## config.mk

```make
export PLATFORM = sky130hd
export DESIGN_NAME = ack_window_retransmit_engine_top_flat
export DESIGN_NICKNAME = d
export VERILOG_FILES = /design/src/rtl/awre_pkg.sv /design/src/rtl/awre_req_if.sv /design/src/rtl/awre_evt_if.sv /design/src/rtl/awre_ram.sv /design/src/rtl/awre_ctrl.sv /design/src/rtl/awre_dp.sv /design/src/rtl/ack_window_retransmit_engine_top.sv /design/src/flat_wrapper.sv
export SDC_FILE = /design/constraint.sdc
export NUM_CORES = 1
export LEC_CHECK = 0
export BUFFER_PORTS_ARGS = -buffer_cell sky130_fd_sc_hd__buf_2
export CAP_MARGIN = 20
export CORE_AREA = 2 2 229 231
export DETAILED_ROUTE_END_ITERATION = 10
export DIE_AREA = 0 0 231 233
export PLACE_DENSITY_LB_ADDON = 0.2
export SLEW_MARGIN = 0
export SYNTH_ARGS = -nofsm -noshare
export SYNTH_HDL_FRONTEND = slang
export SYNTH_SLANG_ARGS = --single-unit
```

## constraint.sdc

```tcl
create_clock -name clk -period 5 [get_ports clk]
set_input_delay 1 -clock clk [delete_from_list [all_inputs] [get_ports clk]]
set_output_delay 1 -clock clk [all_outputs]
set_load 0.01 [all_outputs]
```

## src/rtl/awre_pkg.sv

```systemverilog
package awre_pkg;

  localparam int DEF_WINDOW_SLOTS = 8;
  localparam int DEF_SERIAL_MAX   = 999;
  localparam int MAX_RESULTS      = 8;

  localparam int REQ_W    = 3;
  localparam int SERIAL_W = 10;
  localparam int KIND_W   = 3;
  localparam int SLOT_W   = 3;
  localparam int CFG_W    = 8;
  localparam int CIDX_W   = 2;

  // request codes
  localparam logic [REQ_W-1:0] REQ_START    = 3'd0;
  localparam logic [REQ_W-1:0] REQ_STOP     = 3'd1;
  localparam logic [REQ_W-1:0] REQ_FLOW_OFF = 3'd2;
  localparam logic [REQ_W-1:0] REQ_FLOW_ON  = 3'd3;
  localparam logic [REQ_W-1:0] REQ_SEND     = 3'd4;
  localparam logic [REQ_W-1:0] REQ_ACK      = 3'd5;
  localparam logic [REQ_W-1:0] REQ_TICK     = 3'd6;

  // event codes
  localparam logic [KIND_W-1:0] EV_TRANSMIT   = 3'd0;
  localparam logic [KIND_W-1:0] EV_RETRANSMIT = 3'd1;
  localparam logic [KIND_W-1:0] EV_DELIVERED  = 3'd2;
  localparam logic [KIND_W-1:0] EV_FAILED     = 3'd3;
  localparam logic [KIND_W-1:0] EV_REJECTED   = 3'd4;
  localparam logic [KIND_W-1:0] EV_READY      = 3'd5;

  // configuration register indexes
  localparam logic [CIDX_W-1:0] CFG_WINDOW_LIMIT = 2'd0;
  localparam logic [CIDX_W-1:0] CFG_MAX_TX       = 2'd1;
  localparam logic [CIDX_W-1:0] CFG_ACK_TIMEOUT  = 2'd2;

  typedef struct packed {
    logic [KIND_W-1:0]   kind;
    logic [SERIAL_W-1:0] serial;
    logic                dup;
    logic [SLOT_W-1:0]   slot;
  } res_t;

  typedef struct packed {
    logic [SERIAL_W-1:0] serial;
    logic [3:0]          retries;
    logic [7:0]          countdown;
  } slot_t;

  typedef struct packed {
    logic load;
    logic step;
    logic finish;
    logic pop;
  } cmd_t;

  typedef struct packed {
    logic need_scan;
    logic scan_done;
    logic has_results;
    logic pop_last;
  } sts_t;

endpackage

```

## src/rtl/awre_req_if.sv

```systemverilog
interface awre_req_if;
  import awre_pkg::*;
  logic                valid;
  logic                ready;
  logic [REQ_W-1:0]    req_type;
  logic                message_empty;
  logic [SERIAL_W-1:0] ack_serial;
  logic                ack_list_end;

  modport source (output valid, req_type, message_empty, ack_serial, ack_list_end,
                  input ready);
  modport sink (input valid, req_type, message_empty, ack_serial, ack_list_end,
                output ready);
endinterface

```

## src/rtl/awre_evt_if.sv

```systemverilog
interface awre_evt_if;
  import awre_pkg::*;
  logic                valid;
  logic                ready;
  logic [KIND_W-1:0]   event_kind;
  logic [SERIAL_W-1:0] serial_number;
  logic                duplicate_mark;
  logic [SLOT_W-1:0]   slot_index;
  logic                ready_now;
  logic                last_result;

  modport source (output valid, event_kind, serial_number, duplicate_mark, slot_index,
                  ready_now, last_result, input ready);
  modport sink (input valid, event_kind, serial_number, duplicate_mark, slot_index,
                ready_now, last_result, output ready);
endinterface

```

## src/rtl/awre_ram.sv

```systemverilog
module awre_ram #(
  parameter int WIDTH = 8,
  parameter int DEPTH = 8
) (
  input  logic                                    clk,
  input  logic                                    we,
  input  logic [(DEPTH > 1 ? $clog2(DEPTH) : 1)-1:0] waddr,
  input  logic [WIDTH-1:0]                        wdata,
  input  logic [(DEPTH > 1 ? $clog2(DEPTH) : 1)-1:0] raddr,
  output logic [WIDTH-1:0]                        rdata
);
  logic [WIDTH-1:0] mem [DEPTH];

  // write port and registered read port
  always_ff @(posedge clk) begin
    if (we) begin
      mem[waddr] <= wdata;
    end
    rdata <= mem[raddr];
  end
endmodule

```

## src/rtl/awre_ctrl.sv

```systemverilog
module awre_ctrl import awre_pkg::*; (
  input  logic clk,
  input  logic rst,
  input  logic in_valid,
  output logic in_ready,
  output logic out_valid,
  input  logic out_ready,
  input  sts_t sts,
  output cmd_t cmd
);
  typedef enum logic [3:0] {
    S_IDLE   = 4'b0001,
    S_SCAN   = 4'b0010,
    S_FINISH = 4'b0100,
    S_EMIT   = 4'b1000
  } state_t;

  state_t state, state_next;

  // sequence one item: scan, finish, then hand out results
  always_comb begin
    state_next = state;
    cmd        = '0;
    in_ready   = 1'b0;
    out_valid  = 1'b0;
    case (state)
      S_IDLE: begin
        in_ready = 1'b1;
        if (in_valid) begin
          cmd.load   = 1'b1;
          state_next = sts.need_scan ? S_SCAN : S_FINISH;
        end
      end
      S_SCAN: begin
        cmd.step = 1'b1;
        if (sts.scan_done) state_next = S_FINISH;
      end
      S_FINISH: begin
        cmd.finish = 1'b1;
        state_next = S_EMIT;
      end
      S_EMIT: begin
        if (!sts.has_results) begin
          state_next = S_IDLE;
        end else begin
          out_valid = 1'b1;
          cmd.pop   = out_ready;
          if (out_ready && sts.pop_last) state_next = S_IDLE;
        end
      end
      default: state_next = S_IDLE;
    endcase
  end

  always_ff @(posedge clk) begin
    if (rst) begin
      state <= S_IDLE;
    end else begin
      state <= state_next;
    end
  end
endmodule

```

## src/rtl/awre_dp.sv

```systemverilog
module awre_dp import awre_pkg::*; #(
  parameter int WINDOW_SLOTS = DEF_WINDOW_SLOTS,
  parameter int SERIAL_MAX   = DEF_SERIAL_MAX
) (
  input  logic                clk,
  input  logic                rst,
  input  logic                cfg_we,
  input  logic [CIDX_W-1:0]   cfg_index,
  input  logic [CFG_W-1:0]    cfg_data,
  input  logic [REQ_W-1:0]    req_type,
  input  logic                message_empty,
  input  logic [SERIAL_W-1:0] ack_serial,
  input  logic                ack_list_end,
  input  cmd_t                cmd,
  output sts_t                sts,
  output res_t                res,
  output logic                ready_now,
  output logic                last_result
);
  localparam int IW = (WINDOW_SLOTS > 1) ? $clog2(WINDOW_SLOTS) : 1;
  localparam int PW = $clog2(WINDOW_SLOTS + 1);
  localparam logic [IW-1:0] LAST_IDX = IW'(WINDOW_SLOTS - 1);
  localparam logic [SERIAL_W-1:0] SMAX = SERIAL_W'(SERIAL_MAX);

  // configuration
  logic [3:0] window_limit, max_tx;
  logic [7:0] ack_timeout;

  // link state
  logic                    stopped, held;
  logic [SERIAL_W-1:0]     counter;
  logic [WINDOW_SLOTS-1:0] valid;
  logic [PW-1:0]           pend;

  // current item
  logic [REQ_W-1:0]    req_q;
  logic [SERIAL_W-1:0] ack_q;
  logic                list_end_q, send_ok;

  // scan
  logic [IW-1:0] idx, idx_next;
  logic          found, free_found;
  logic [IW-1:0] match_idx, free_idx;

  // result buffer
  res_t       rbuf [MAX_RESULTS];
  logic [3:0] n;
  logic [2:0] rd;

  // slot memory
  logic          ram_we;
  logic [IW-1:0] ram_waddr;
  slot_t         ram_wdata, ram_rdata;

  logic       push;
  res_t       push_res;
  logic       cap_hit, base_ok, slot_v, expire;
  logic [7:0] lim;
  logic       send_ok_in;
  logic [IW-1:0] target;

  always_comb begin
    lim = (8'(window_limit) > 8'(WINDOW_SLOTS)) ? 8'(WINDOW_SLOTS) : 8'(window_limit);
    base_ok = 8'(pend) < lim;
  end

  assign ready_now   = !stopped && !held && base_ok;
  assign send_ok_in  = ready_now && !message_empty;

  // result cap per item kind
  always_comb begin
    case (req_q)
      REQ_TICK: cap_hit = (n >= 4'(MAX_RESULTS));
      REQ_ACK:  cap_hit = (n >= 4'(MAX_RESULTS - 1));
      default:  cap_hit = 1'b0;
    endcase
  end

  assign sts.need_scan   = (req_type == REQ_TICK) || (req_type == REQ_ACK) ||
                           ((req_type == REQ_SEND) && send_ok_in);
  assign sts.scan_done   = (idx == LAST_IDX) || cap_hit;
  assign sts.has_results = (n != 4'd0);
  assign sts.pop_last    = (4'(rd) == n - 4'd1);

  assign res         = rbuf[rd];
  assign last_result = sts.pop_last;

  // read one slot ahead of the scan
  always_comb begin
    if (cmd.load) begin
      idx_next = '0;
    end else if (cmd.step && idx != LAST_IDX) begin
      idx_next = idx + IW'(1);
    end else begin
      idx_next = idx;
    end
  end

  assign slot_v  = valid[idx];
  assign expire  = ram_rdata.countdown <= 8'd1;
  assign target  = found ? match_idx : free_idx;

  // per-slot work and finishing actions
  always_comb begin
    ram_we    = 1'b0;
    ram_waddr = idx;
    ram_wdata = ram_rdata;
    push      = 1'b0;
    push_res  = '0;
    if (cmd.step && !cap_hit && slot_v) begin
      case (req_q)
        REQ_ACK: begin
          if (ack_q <= SMAX && ram_rdata.serial == ack_q) begin
            push     = 1'b1;
            push_res = '{EV_DELIVERED, ack_q, 1'b0, SLOT_W'(idx)};
          end
        end
        REQ_TICK: begin
          if (!expire) begin
            ram_we              = 1'b1;
            ram_wdata.countdown = ram_rdata.countdown - 8'd1;
          end else if (held) begin
            ram_we              = 1'b1;
            ram_wdata.countdown = ack_timeout;
          end else if (stopped || ram_rdata.retries >= max_tx) begin
            push     = 1'b1;
            push_res = '{EV_FAILED, ram_rdata.serial, 1'b0, SLOT_W'(idx)};
          end else begin
            ram_we              = 1'b1;
            ram_wdata.countdown = ack_timeout;
            ram_wdata.retries   = (ram_rdata.retries == 4'hF) ? 4'hF
                                                              : ram_rdata.retries + 4'd1;
            push     = 1'b1;
            push_res = '{EV_RETRANSMIT, ram_rdata.serial, 1'b1, SLOT_W'(idx)};
          end
        end
        default: ;
      endcase
    end else if (cmd.finish) begin
      case (req_q)
        REQ_START: begin
          if (!held && base_ok) begin
            push     = 1'b1;
            push_res = '{EV_READY, '0, 1'b0, '0};
          end
        end
        REQ_FLOW_ON: begin
          if (!stopped && base_ok) begin
            push     = 1'b1;
            push_res = '{EV_READY, '0, 1'b0, '0};
          end
        end
        REQ_SEND: begin
          push = 1'b1;
          if (!send_ok) begin
            push_res = '{EV_REJECTED, '0, 1'b0, '0};
          end else begin
            ram_we    = 1'b1;
            ram_waddr = target;
            ram_wdata = '{counter, 4'd1, ack_timeout};
            push_res  = '{EV_TRANSMIT, counter, 1'b0, SLOT_W'(target)};
          end
        end
        REQ_ACK: begin
          if (list_end_q && ready_now) begin
            push     = 1'b1;
            push_res = '{EV_READY, '0, 1'b0, '0};
          end
        end
        default: ;
      endcase
    end
  end

  // control state
  always_ff @(posedge clk) begin
    if (rst) begin
      window_limit <= 4'd8;
      max_tx       <= 4'd3;
      ack_timeout  <= 8'd60;
      stopped      <= 1'b1;
      held         <= 1'b0;
      counter      <= '0;
      valid        <= '0;
      pend         <= '0;
      n            <= '0;
      rd           <= '0;
    end else begin
      if (cfg_we) begin
        case (cfg_index)
          CFG_WINDOW_LIMIT: window_limit <= cfg_data[3:0];
          CFG_MAX_TX:       max_tx       <= cfg_data[3:0];
          CFG_ACK_TIMEOUT:  ack_timeout  <= cfg_data;
          default: ;
        endcase
      end
      if (cmd.load) begin
        n  <= '0;
        rd <= '0;
        if (req_type == REQ_SEND && send_ok_in) begin
          counter <= (counter >= SMAX) ? '0 : counter + SERIAL_W'(1);
        end
      end
      if (push) begin
        n <= n + 4'd1;
      end
      if (cmd.pop) begin
        rd <= rd + 3'd1;
      end
      // free slots that report delivered or failed
      if (cmd.step && push && push_res.kind != EV_RETRANSMIT) begin
        valid[idx] <= 1'b0;
        pend       <= pend - PW'(1);
      end
      if (cmd.finish) begin
        case (req_q)
          REQ_START:    stopped <= 1'b0;
          REQ_STOP:     stopped <= 1'b1;
          REQ_FLOW_OFF: held    <= 1'b1;
          REQ_FLOW_ON:  held    <= 1'b0;
          REQ_SEND: begin
            if (send_ok) begin
              valid[target] <= 1'b1;
              if (!found) pend <= pend + PW'(1);
            end
          end
          default: ;
        endcase
      end
    end
  end

  // item fields, scan trackers and result buffer
  always_ff @(posedge clk) begin
    if (cmd.load) begin
      req_q      <= req_type;
      ack_q      <= ack_serial;
      list_end_q <= ack_list_end;
      send_ok    <= send_ok_in;
      found      <= 1'b0;
      free_found <= 1'b0;
      match_idx  <= '0;
      free_idx   <= '0;
    end
    if (cmd.step && req_q == REQ_SEND) begin
      if (slot_v && !found && ram_rdata.serial == counter) begin
        found     <= 1'b1;
        match_idx <= idx;
      end
      if (!slot_v && !free_found) begin
        free_found <= 1'b1;
        free_idx   <= idx;
      end
    end
    if (push) begin
      rbuf[n[2:0]] <= push_res;
    end
    idx <= idx_next;
  end

  awre_ram #(
    .WIDTH ($bits(slot_t)),
    .DEPTH (WINDOW_SLOTS)
  ) u_slots (
    .clk   (clk),
    .we    (ram_we),
    .waddr (ram_waddr),
    .wdata (ram_wdata),
    .raddr (idx_next),
    .rdata (ram_rdata)
  );

  // pending count tracks the valid bits
  a_pend_count: assert property (@(posedge clk) disable iff (rst)
    32'(pend) == $countones(valid))
    else $error("pending count out of step with valid slots");

  // buffer never overfills
  a_buf_bound: assert property (@(posedge clk) disable iff (rst)
    n <= 4'(MAX_RESULTS))
    else $error("result buffer overflow");

  // a beat is only taken from a filled entry
  a_pop_in_range: assert property (@(posedge clk) disable iff (rst)
    cmd.pop |-> (4'(rd) < n))
    else $error("result taken beyond buffer fill");
endmodule

```

## src/rtl/ack_window_retransmit_engine_top.sv

```systemverilog
// Sender side of an acknowledged message link with a window of WINDOW_SLOTS
// pending messages. One item is handled at a time.
// Start, stop, flow, unknown and rejected send requests do not touch the
// slot memory. They go from load straight to the finish step and then hand
// out any results.
// Accepted sends, acks and ticks walk the slot memory through its single
// read port, one slot per cycle, then take the finish step and hand out
// their result beats. A tick scan ends early once its result buffer is full,
// an ack scan once only one entry is left for its ready event.
// An item makes at most eight beats, and each beat waits for the result
// side to take it.
// No clearing pass is needed after reset.
module ack_window_retransmit_engine_top import awre_pkg::*; #(
  parameter int WINDOW_SLOTS = DEF_WINDOW_SLOTS,
  parameter int SERIAL_MAX   = DEF_SERIAL_MAX
) (
  input  logic              clk,
  input  logic              rst,
  input  logic              cfg_we,
  input  logic [CIDX_W-1:0] cfg_index,
  input  logic [CFG_W-1:0]  cfg_data,
  awre_req_if.sink          req,
  awre_evt_if.source        evt
);
  cmd_t cmd;
  sts_t sts;
  res_t res;

  awre_ctrl u_ctrl (
    .clk       (clk),
    .rst       (rst),
    .in_valid  (req.valid),
    .in_ready  (req.ready),
    .out_valid (evt.valid),
    .out_ready (evt.ready),
    .sts       (sts),
    .cmd       (cmd)
  );

  awre_dp #(
    .WINDOW_SLOTS (WINDOW_SLOTS),
    .SERIAL_MAX   (SERIAL_MAX)
  ) u_dp (
    .clk           (clk),
    .rst           (rst),
    .cfg_we        (cfg_we),
    .cfg_index     (cfg_index),
    .cfg_data      (cfg_data),
    .req_type      (req.req_type),
    .message_empty (req.message_empty),
    .ack_serial    (req.ack_serial),
    .ack_list_end  (req.ack_list_end),
    .cmd           (cmd),
    .sts           (sts),
    .res           (res),
    .ready_now     (evt.ready_now),
    .last_result   (evt.last_result)
  );

  // drive the result beat
  assign evt.event_kind     = res.kind;
  assign evt.serial_number  = res.serial;
  assign evt.duplicate_mark = res.dup;
  assign evt.slot_index     = res.slot;
endmodule

```

## src/flat_wrapper.sv

```systemverilog
// flat-port wrapper written by rule: the top's interface ports become plain ports
module ack_window_retransmit_engine_top_flat import awre_pkg::*;
#(
  parameter int WINDOW_SLOTS = DEF_WINDOW_SLOTS,
  parameter int SERIAL_MAX   = DEF_SERIAL_MAX
)
  (clk, rst, cfg_we, cfg_index, cfg_data, req_valid, req_req_type, req_message_empty, req_ack_serial, req_ack_list_end, req_ready, evt_valid, evt_event_kind, evt_serial_number, evt_duplicate_mark, evt_slot_index, evt_ready_now, evt_last_result, evt_ready);
  awre_req_if req_i ();
  awre_evt_if evt_i ();
  input  logic clk;
  input  logic rst;
  input  logic cfg_we;
  input  logic [CIDX_W-1:0] cfg_index;
  input  logic [CFG_W-1:0] cfg_data;
  input wire logic [$bits(req_i.valid)-1:0] req_valid;
  input wire logic [$bits(req_i.req_type)-1:0] req_req_type;
  input wire logic [$bits(req_i.message_empty)-1:0] req_message_empty;
  input wire logic [$bits(req_i.ack_serial)-1:0] req_ack_serial;
  input wire logic [$bits(req_i.ack_list_end)-1:0] req_ack_list_end;
  output wire logic [$bits(req_i.ready)-1:0] req_ready;
  output wire logic [$bits(evt_i.valid)-1:0] evt_valid;
  output wire logic [$bits(evt_i.event_kind)-1:0] evt_event_kind;
  output wire logic [$bits(evt_i.serial_number)-1:0] evt_serial_number;
  output wire logic [$bits(evt_i.duplicate_mark)-1:0] evt_duplicate_mark;
  output wire logic [$bits(evt_i.slot_index)-1:0] evt_slot_index;
  output wire logic [$bits(evt_i.ready_now)-1:0] evt_ready_now;
  output wire logic [$bits(evt_i.last_result)-1:0] evt_last_result;
  input wire logic [$bits(evt_i.ready)-1:0] evt_ready;
  assign req_i.valid = req_valid;
  assign req_i.req_type = req_req_type;
  assign req_i.message_empty = req_message_empty;
  assign req_i.ack_serial = req_ack_serial;
  assign req_i.ack_list_end = req_ack_list_end;
  assign req_ready = req_i.ready;
  assign evt_valid = evt_i.valid;
  assign evt_event_kind = evt_i.event_kind;
  assign evt_serial_number = evt_i.serial_number;
  assign evt_duplicate_mark = evt_i.duplicate_mark;
  assign evt_slot_index = evt_i.slot_index;
  assign evt_ready_now = evt_i.ready_now;
  assign evt_last_result = evt_i.last_result;
  assign evt_i.ready = evt_ready;
  ack_window_retransmit_engine_top #(.WINDOW_SLOTS(WINDOW_SLOTS), .SERIAL_MAX(SERIAL_MAX)) u_core (.clk(clk), .rst(rst), .cfg_we(cfg_we), .cfg_index(cfg_index), .cfg_data(cfg_data), .req(req_i), .evt(evt_i));
endmodule
```

== Word level (Yosys, flattened, before mapping) ==
Memories as Yosys holds them, arrays and structs flattened. A register that Yosys moved wholly into a read port is not among the register bits.
Index checks and enable logic that the tools add are counted.
Widths: inputs -> output; s select.

* Register bits: 77
* Bits in writable memories: 312
* Output and inout port bits: 21
* Logic and storage cells: 223
* Memories kept: 2

* Add/sub/neg operators: 9
* Order comparisons: 12
* Eq/ne operators: 25
* Mux-type cells: 107
* Bitwise operators: 3
* Reduce and logical (&&, ||, !) cells: 45

{| class="wikitable"
|+ Memories
! name !! depth !! width !! read ports !! clocked after memory_dff !! write ports !! line !! RTL
|-
| u_core.u_dp.u_slots.mem || 8 || 22 || 1 || 1 || 1 || awre_ram.sv:12 || <nowiki>logic [WIDTH-1:0] mem [DEPTH];</nowiki>
|-
| u_core.u_dp.rbuf || 8 || 17 || 1 || 1 || 1 || awre_dp.sv:46 || <nowiki>res_t rbuf [MAX_RESULTS];</nowiki>
|}

{| class="wikitable"
|+ Operator list
! kind !! count
|-
| $mux 17 || 6
|-
| $pmux 17 s4 || 1
|-
| $mux 22 || 3
|-
| $mux 16 || 4
|-
| $mux 4 || 15
|-
| $mux 8 || 7
|-
| $mux 3 || 18
|-
| $mux 1 || 38
|-
| $mux 12 || 3
|-
| $pmux 16 s2 || 1
|-
| $eq 3x3->1 const B || 7
|-
| $eq 10x10->1 || 2
|-
| $logic_and 1x1->1 || 20
|-
| $mux 10 || 2
|-
| $pmux 4 s4 || 1
|-
| $add 4x1->4 const B || 3
|-
| $reduce_and 2->1 || 6
|-
| $add 10x1->10 const B || 1
|-
| $ge 10x10->1 const B || 1
|-
| $le 10x10->1 const B || 1
|-
| $and 8x8->8 || 1
|-
| $eq 4x4->1 const B || 2
|-
| $le 8x1->1 const B || 1
|-
| $lt 3x4->1 const B || 2
|-
| 34 further kinds || 55
|}

== Depth between registers and ports, before layout ==
* Depth in word-level cells: 17
* Depth in mapped cells: 12

== Cells and area by module ==
A second synthesis with hierarchy kept.

* Cells, all modules: 1115
* Area total of the unflattened synthesis: 17458.0 um^2

{| class="wikitable"
|+ By module, submodules not included
! module !! instances !! cells an instance !! area an instance (um^2)
|-
| awre_dp || 1 || 792 || 9915.8
|-
| awre_ram || 1 || 289 || 7250.7
|-
| awre_ctrl || 1 || 34 || 291.5
|}

== Worst setup path before layout ==
OpenSTA, ideal clock, no wires.

* Path kind: register to register
* From: register u_core.u_dp.u_slots.rdata[2] (read register of u_core.u_dp.u_slots.mem)
* To: memory u_core.u_dp.rbuf[4][0] (netlist name) (enable)
* Arrival: 3.422 ns
* Data required time: 4.587 ns
* Slack: 1.166 ns
* Stages on the path, launching flop included: 9
* Path buffers: 1
* Period minus slack after synthesis: 3.834 ns
* Cell sequence: dfxtp_1 > or4_4 > or4_1 > buf_2 > nor3_4 > nor2_1 > o211ai_4 > nand2_1 > nor3_1

* Longest elaborated chain between the ends: 6

{| class="wikitable"
|+ RTL lines
! item !! line !! RTL
|-
| start: declaration || awre_ram.sv:10 || <nowiki>output logic [WIDTH-1:0] rdata</nowiki>
|-
| $le 8x1->1 || awre_dp.sv:100 || <nowiki>assign expire = ram_rdata.countdown <= 8'd1;</nowiki>
|-
| $mux 1 || awre_dp.sv:119 || <nowiki>if (!expire) begin</nowiki>
|-
| $pmux 1 s2 || awre_dp.sv:111 || <nowiki>case (req_q)</nowiki>
|-
| $mux 1 || awre_dp.sv:110 || <nowiki>if (cmd.step && !cap_hit && slot_v) begin</nowiki>
|-
| $mux 1 || awre_dp.sv:255 || <nowiki>if (push) begin</nowiki>
|-
| $mux 1 (implied by the code) || awre_dp.sv:256 || <nowiki>rbuf[n[2:0]] <= push_res;</nowiki>
|-
| end: declaration || awre_dp.sv:46 ||
|}

No other way between the ends.

==> out/qor.csv <==
stage,metric,value,unit
status,outcome,"finished, final reports clean",
clock_tree,Post-CTS Hold Fix Bufs,0,
clock_tree,clk_lat worst skew,0.58,ns
final_layout,Final Util,0.388,
final_layout,Reg area,11600,um2
worst_setup_path,slowest CP cell,a211oi_1,
route,Wirelength per Cell,19.8,um
clock_tree,clock tree sinks,414,
final_layout,"Cell Count, Final, Fillers Out",2064,
clock_tree,clk slew on worst S/H paths,0.06,ns
final_layout,n_diodes,0,
route,via/cell ratio,5.07,
synthesis,Seq cells post-synth,414,
worst_setup_path,Critical Path AT,4.35,ns
sta,Final Hold Viols,0,
worst_setup_path,crit path cell chain,or4_4 -> or4_1 -> nor3_4 -> nor4bb_2 -> buf_4 -> nand4_1 -> a211oi_1,
final_layout,Multi-input gate area,5360,um2
route,Vias,10456,
worst_setup_path,Max stage delay on crit path,0.82,ns
sta,RSZ-0062 raised after global routing,false,
worst_setup_path,worst reg-to-reg path cell count,7,
sta,Final setup viols,0,
global_routing,Total Routing Usage GR,0.154,
power,Leakage,6.60,nW
sta,Slew Limit Fails,0,
sta,final setup margin,0.897,ns
worst_setup_path,CP Data Required Time,5.25,ns
synthesis,ys async rst share,0,
worst_setup_path,Setup CP Type,reg2reg,
synthesis,synthesized cell area,17200,um2
synthesis,Main synth FF type,edfxtp_1,
clock_tree,Clock Root Buffer,clkbuf_16,
worst_setup_path,Startpoint Class,flop,
clock_tree,CTS H-tree depth,2,
final_layout,share of layout cells above drive strength 1,0.171,
floorplanning,initial core utilization,0.337,
sta,Final min period,4.10,ns
clock_tree,post-CTS sizing,0,
route,final routed DRC violation total,0,
floorplanning,total I/O pin count,51,
route,final antenna-violating net count,0,
route,drt initial violations,815,
route,Routed WL,41000,um
place,Placed Area,18400,um2
worst_setup_path,worst reg-to-reg setup slack,0.90,ns
power,Tot Pwr,7.26,mW
sta,Fmax,0.244,GHz
sta,Layout Skew,0.0180,ns
floorplanning,row count,83,
floorplanning,Core Box Area,51100,um2
clock_tree,clock tree buffer depth,3,
final_layout,Layout area overhead,15.1,%
min_path,hold path depth,2,
synthesis,Yosys cell types,74,
clock_tree,CTS tree,built,
clock_tree,number of buffers created by CTS,45,
synthesis,Mean Syn Cell Area,13.5,um2
final_layout,fillers,4869,
floorplanning,total die area,53800,um2
floorplanning,die width,231,um
final_layout,fin nets,1397,
place,Final GP Congestion,0.856,
job,max cap viols,0,
sta,Final period util,0.821,
global_routing,grt total ovfl,0,
place,I/O Buffers,50,
global_routing,vias in the first global route,10449,
place,final HPWL from detailed placement,26800,um
synthesis,Mapped Cells,1279,
min_path,Min-Delay Path Class,reg2reg,
synthesis,register area share after synthesis,0.671,
sta,Setup TNS Final,0,ns
synthesis,warnings from Yosys,0,
route,TritonRoute pass-1 iters,5,
global_routing,initial antenna violation count,0,
floorplanning,die height,233,um
global_routing,largest net degree at the start of global routing,90,
power,P per Cell Area,366,nW/um2
synthesis,"EDFF count, synth",327,
sta,Worst-Margin Slew,1.07,ns
power,VDD IR max,0.193,mV
worst_setup_path,critical path capture point type,flop,
synthesis,Post-Syn Nets,1328,
place,dpl ws,0.891,ns
sta,slew margin rel.,0.283,
place,# placed instances,1976,
clock_tree,number of setup buffers added after CTS,0,
sta,worst-case hold slack,0.451,ns
global_routing,first-pass GRT wire length,62700,um
worst_setup_path,crit path max fanout,15,
final_layout,Final Instance Area,19800,um2
[synthesized netlist by cell type (26+ instances only)]
master / count / share of area
edfxtp_1: 327 / 0.57
nand2_1: 213 / 0.046
dfxtp_1: 87 / 0.10
nor2_1: 69 / 0.015
nand3_1: 60 / 0.017
clkbuf_1: 46 / 0.010
mux2i_1: 45 / 0.026
and3_1: 38 / 0.014
o21ai_0: 38 / 0.011
mux4_2: 35 / 0.046
inv_1: 28 / 0.0061
xnor2_1: 26 / 0.013
[cells in the final DEF, fill, tap and decap left out, types with 10 or more instances in the layout]
cell type | synthesis | final
nor2_2 | 1 | 10
buf_4 | 2 | 29
and3_1 | 38 | 38
mux4_2 | 35 | 35
clkbuf_1 | 46 | 16
xnor2_1 | 26 | 26
a21oi_1 | 21 | 19
inv_1 | 28 | 28
edfxtp_1 | 327 | 327
nor3_1 | 20 | 17
nor2_1 | 69 | 60
xor2_1 | 14 | 14
mux2i_1 | 45 | 45
nand4_1 | 10 | 10
nand3_1 | 60 | 60
mux2_2 | 20 | 20
buf_2 | 8 | 51
dfxtp_1 | 87 | 86
a32oi_1 | 25 | 25
nand2_1 | 213 | 213
clkbuf_16 | 0 | 45
ha_1 | 19 | 19
o21ai_0 | 38 | 38
a22oi_1 | 10 | 10
[metal layers]
layer | GRT usage | vias to the layer above | routed length, um
met3 | 0.0254 | 73 | 1760
met1 | 0.202 | 5211 | 18500
li1 | - | 4949 | -
met5 | 0 | - | 0
met4 | 0.0599 | 0 | 1250
met2 | 0.254 | 223 | 19500
[logic make-up after synthesis]
kind of cell / after synthesis / share of synthesized area
buffers and inverters: 93 / 0.0213
DFF: 414 / 0.671
AOI/OAI and AO/OA: 149 / 0.0622
adders and majority gates: 19 / 0.0138
xor gates and xnor gates: 40 / 0.0203
and+or+nand+nor: 463 / 0.126
muxes: 101 / 0.0856
[power by group]
part           leakage [nW]  switching (mW)  total (mW)  internal, mW
clock                 0.688            1.35        3.21          1.86
sequential             3.58          0.0478        3.78          3.74
combinational          2.33           0.178       0.271        0.0934
total                  6.60            1.57        7.26          5.69
[worst max-delay path, delay by kind of cell (launching register included)]
kind / cells / cell delay [ns]
DFF: 1 / 0.35
AOI/OAI and AO/OA: 1 / 0.82
and+or+nand+nor: 5 / 2.32
buffers and inverters: 1 / 0.27
[sequential cells by signal (all words and copies together) (netlist names), 3 cells and up, named ones only]
register                   flops
u_core.u_dp.ack_timeout        8
u_core.u_dp.pend               4
u_core.u_dp.max_tx             4
u_core.u_dp.match_idx          3
u_core.u_ctrl.state            4
u_core.u_dp.ack_q             10
u_core.u_dp.n                  4
u_core.u_dp.counter           10
u_core.u_dp.req_q              3
u_core.u_dp.u_slots.mem      176
u_core.u_dp.valid              8
u_core.u_dp.u_slots.rdata     22
u_core.u_dp.rd                 3
u_core.u_dp.idx                3
u_core.u_dp.window_limit       4
u_core.u_dp.free_idx           3
u_core.u_dp.rbuf             136
[final cells by class]
class	instances	share of cell area
clock buffer	64	0.0616
clock inverter	19	0.00972
inverter	30	0.00568
multi-input combinational	772	0.270
sequential	414	0.583
tap	680	0.0429
timing repair buffer	85	0.0268
[path summary, 6_finish.rpt]
path | startpoint | endpoint
max | u_core.u_dp.u_slots.rdata[2] | u_core.u_dp.u_slots.mem[0][11]
min | u_core.u_dp.free_found | u_core.u_dp.free_found
max reg2reg | u_core.u_dp.u_slots.rdata[2] | u_core.u_dp.u_slots.mem[0][11]
min reg2reg | u_core.u_dp.free_found | u_core.u_dp.free_found
Note: power is estimated with default switching activity, not from simulation.
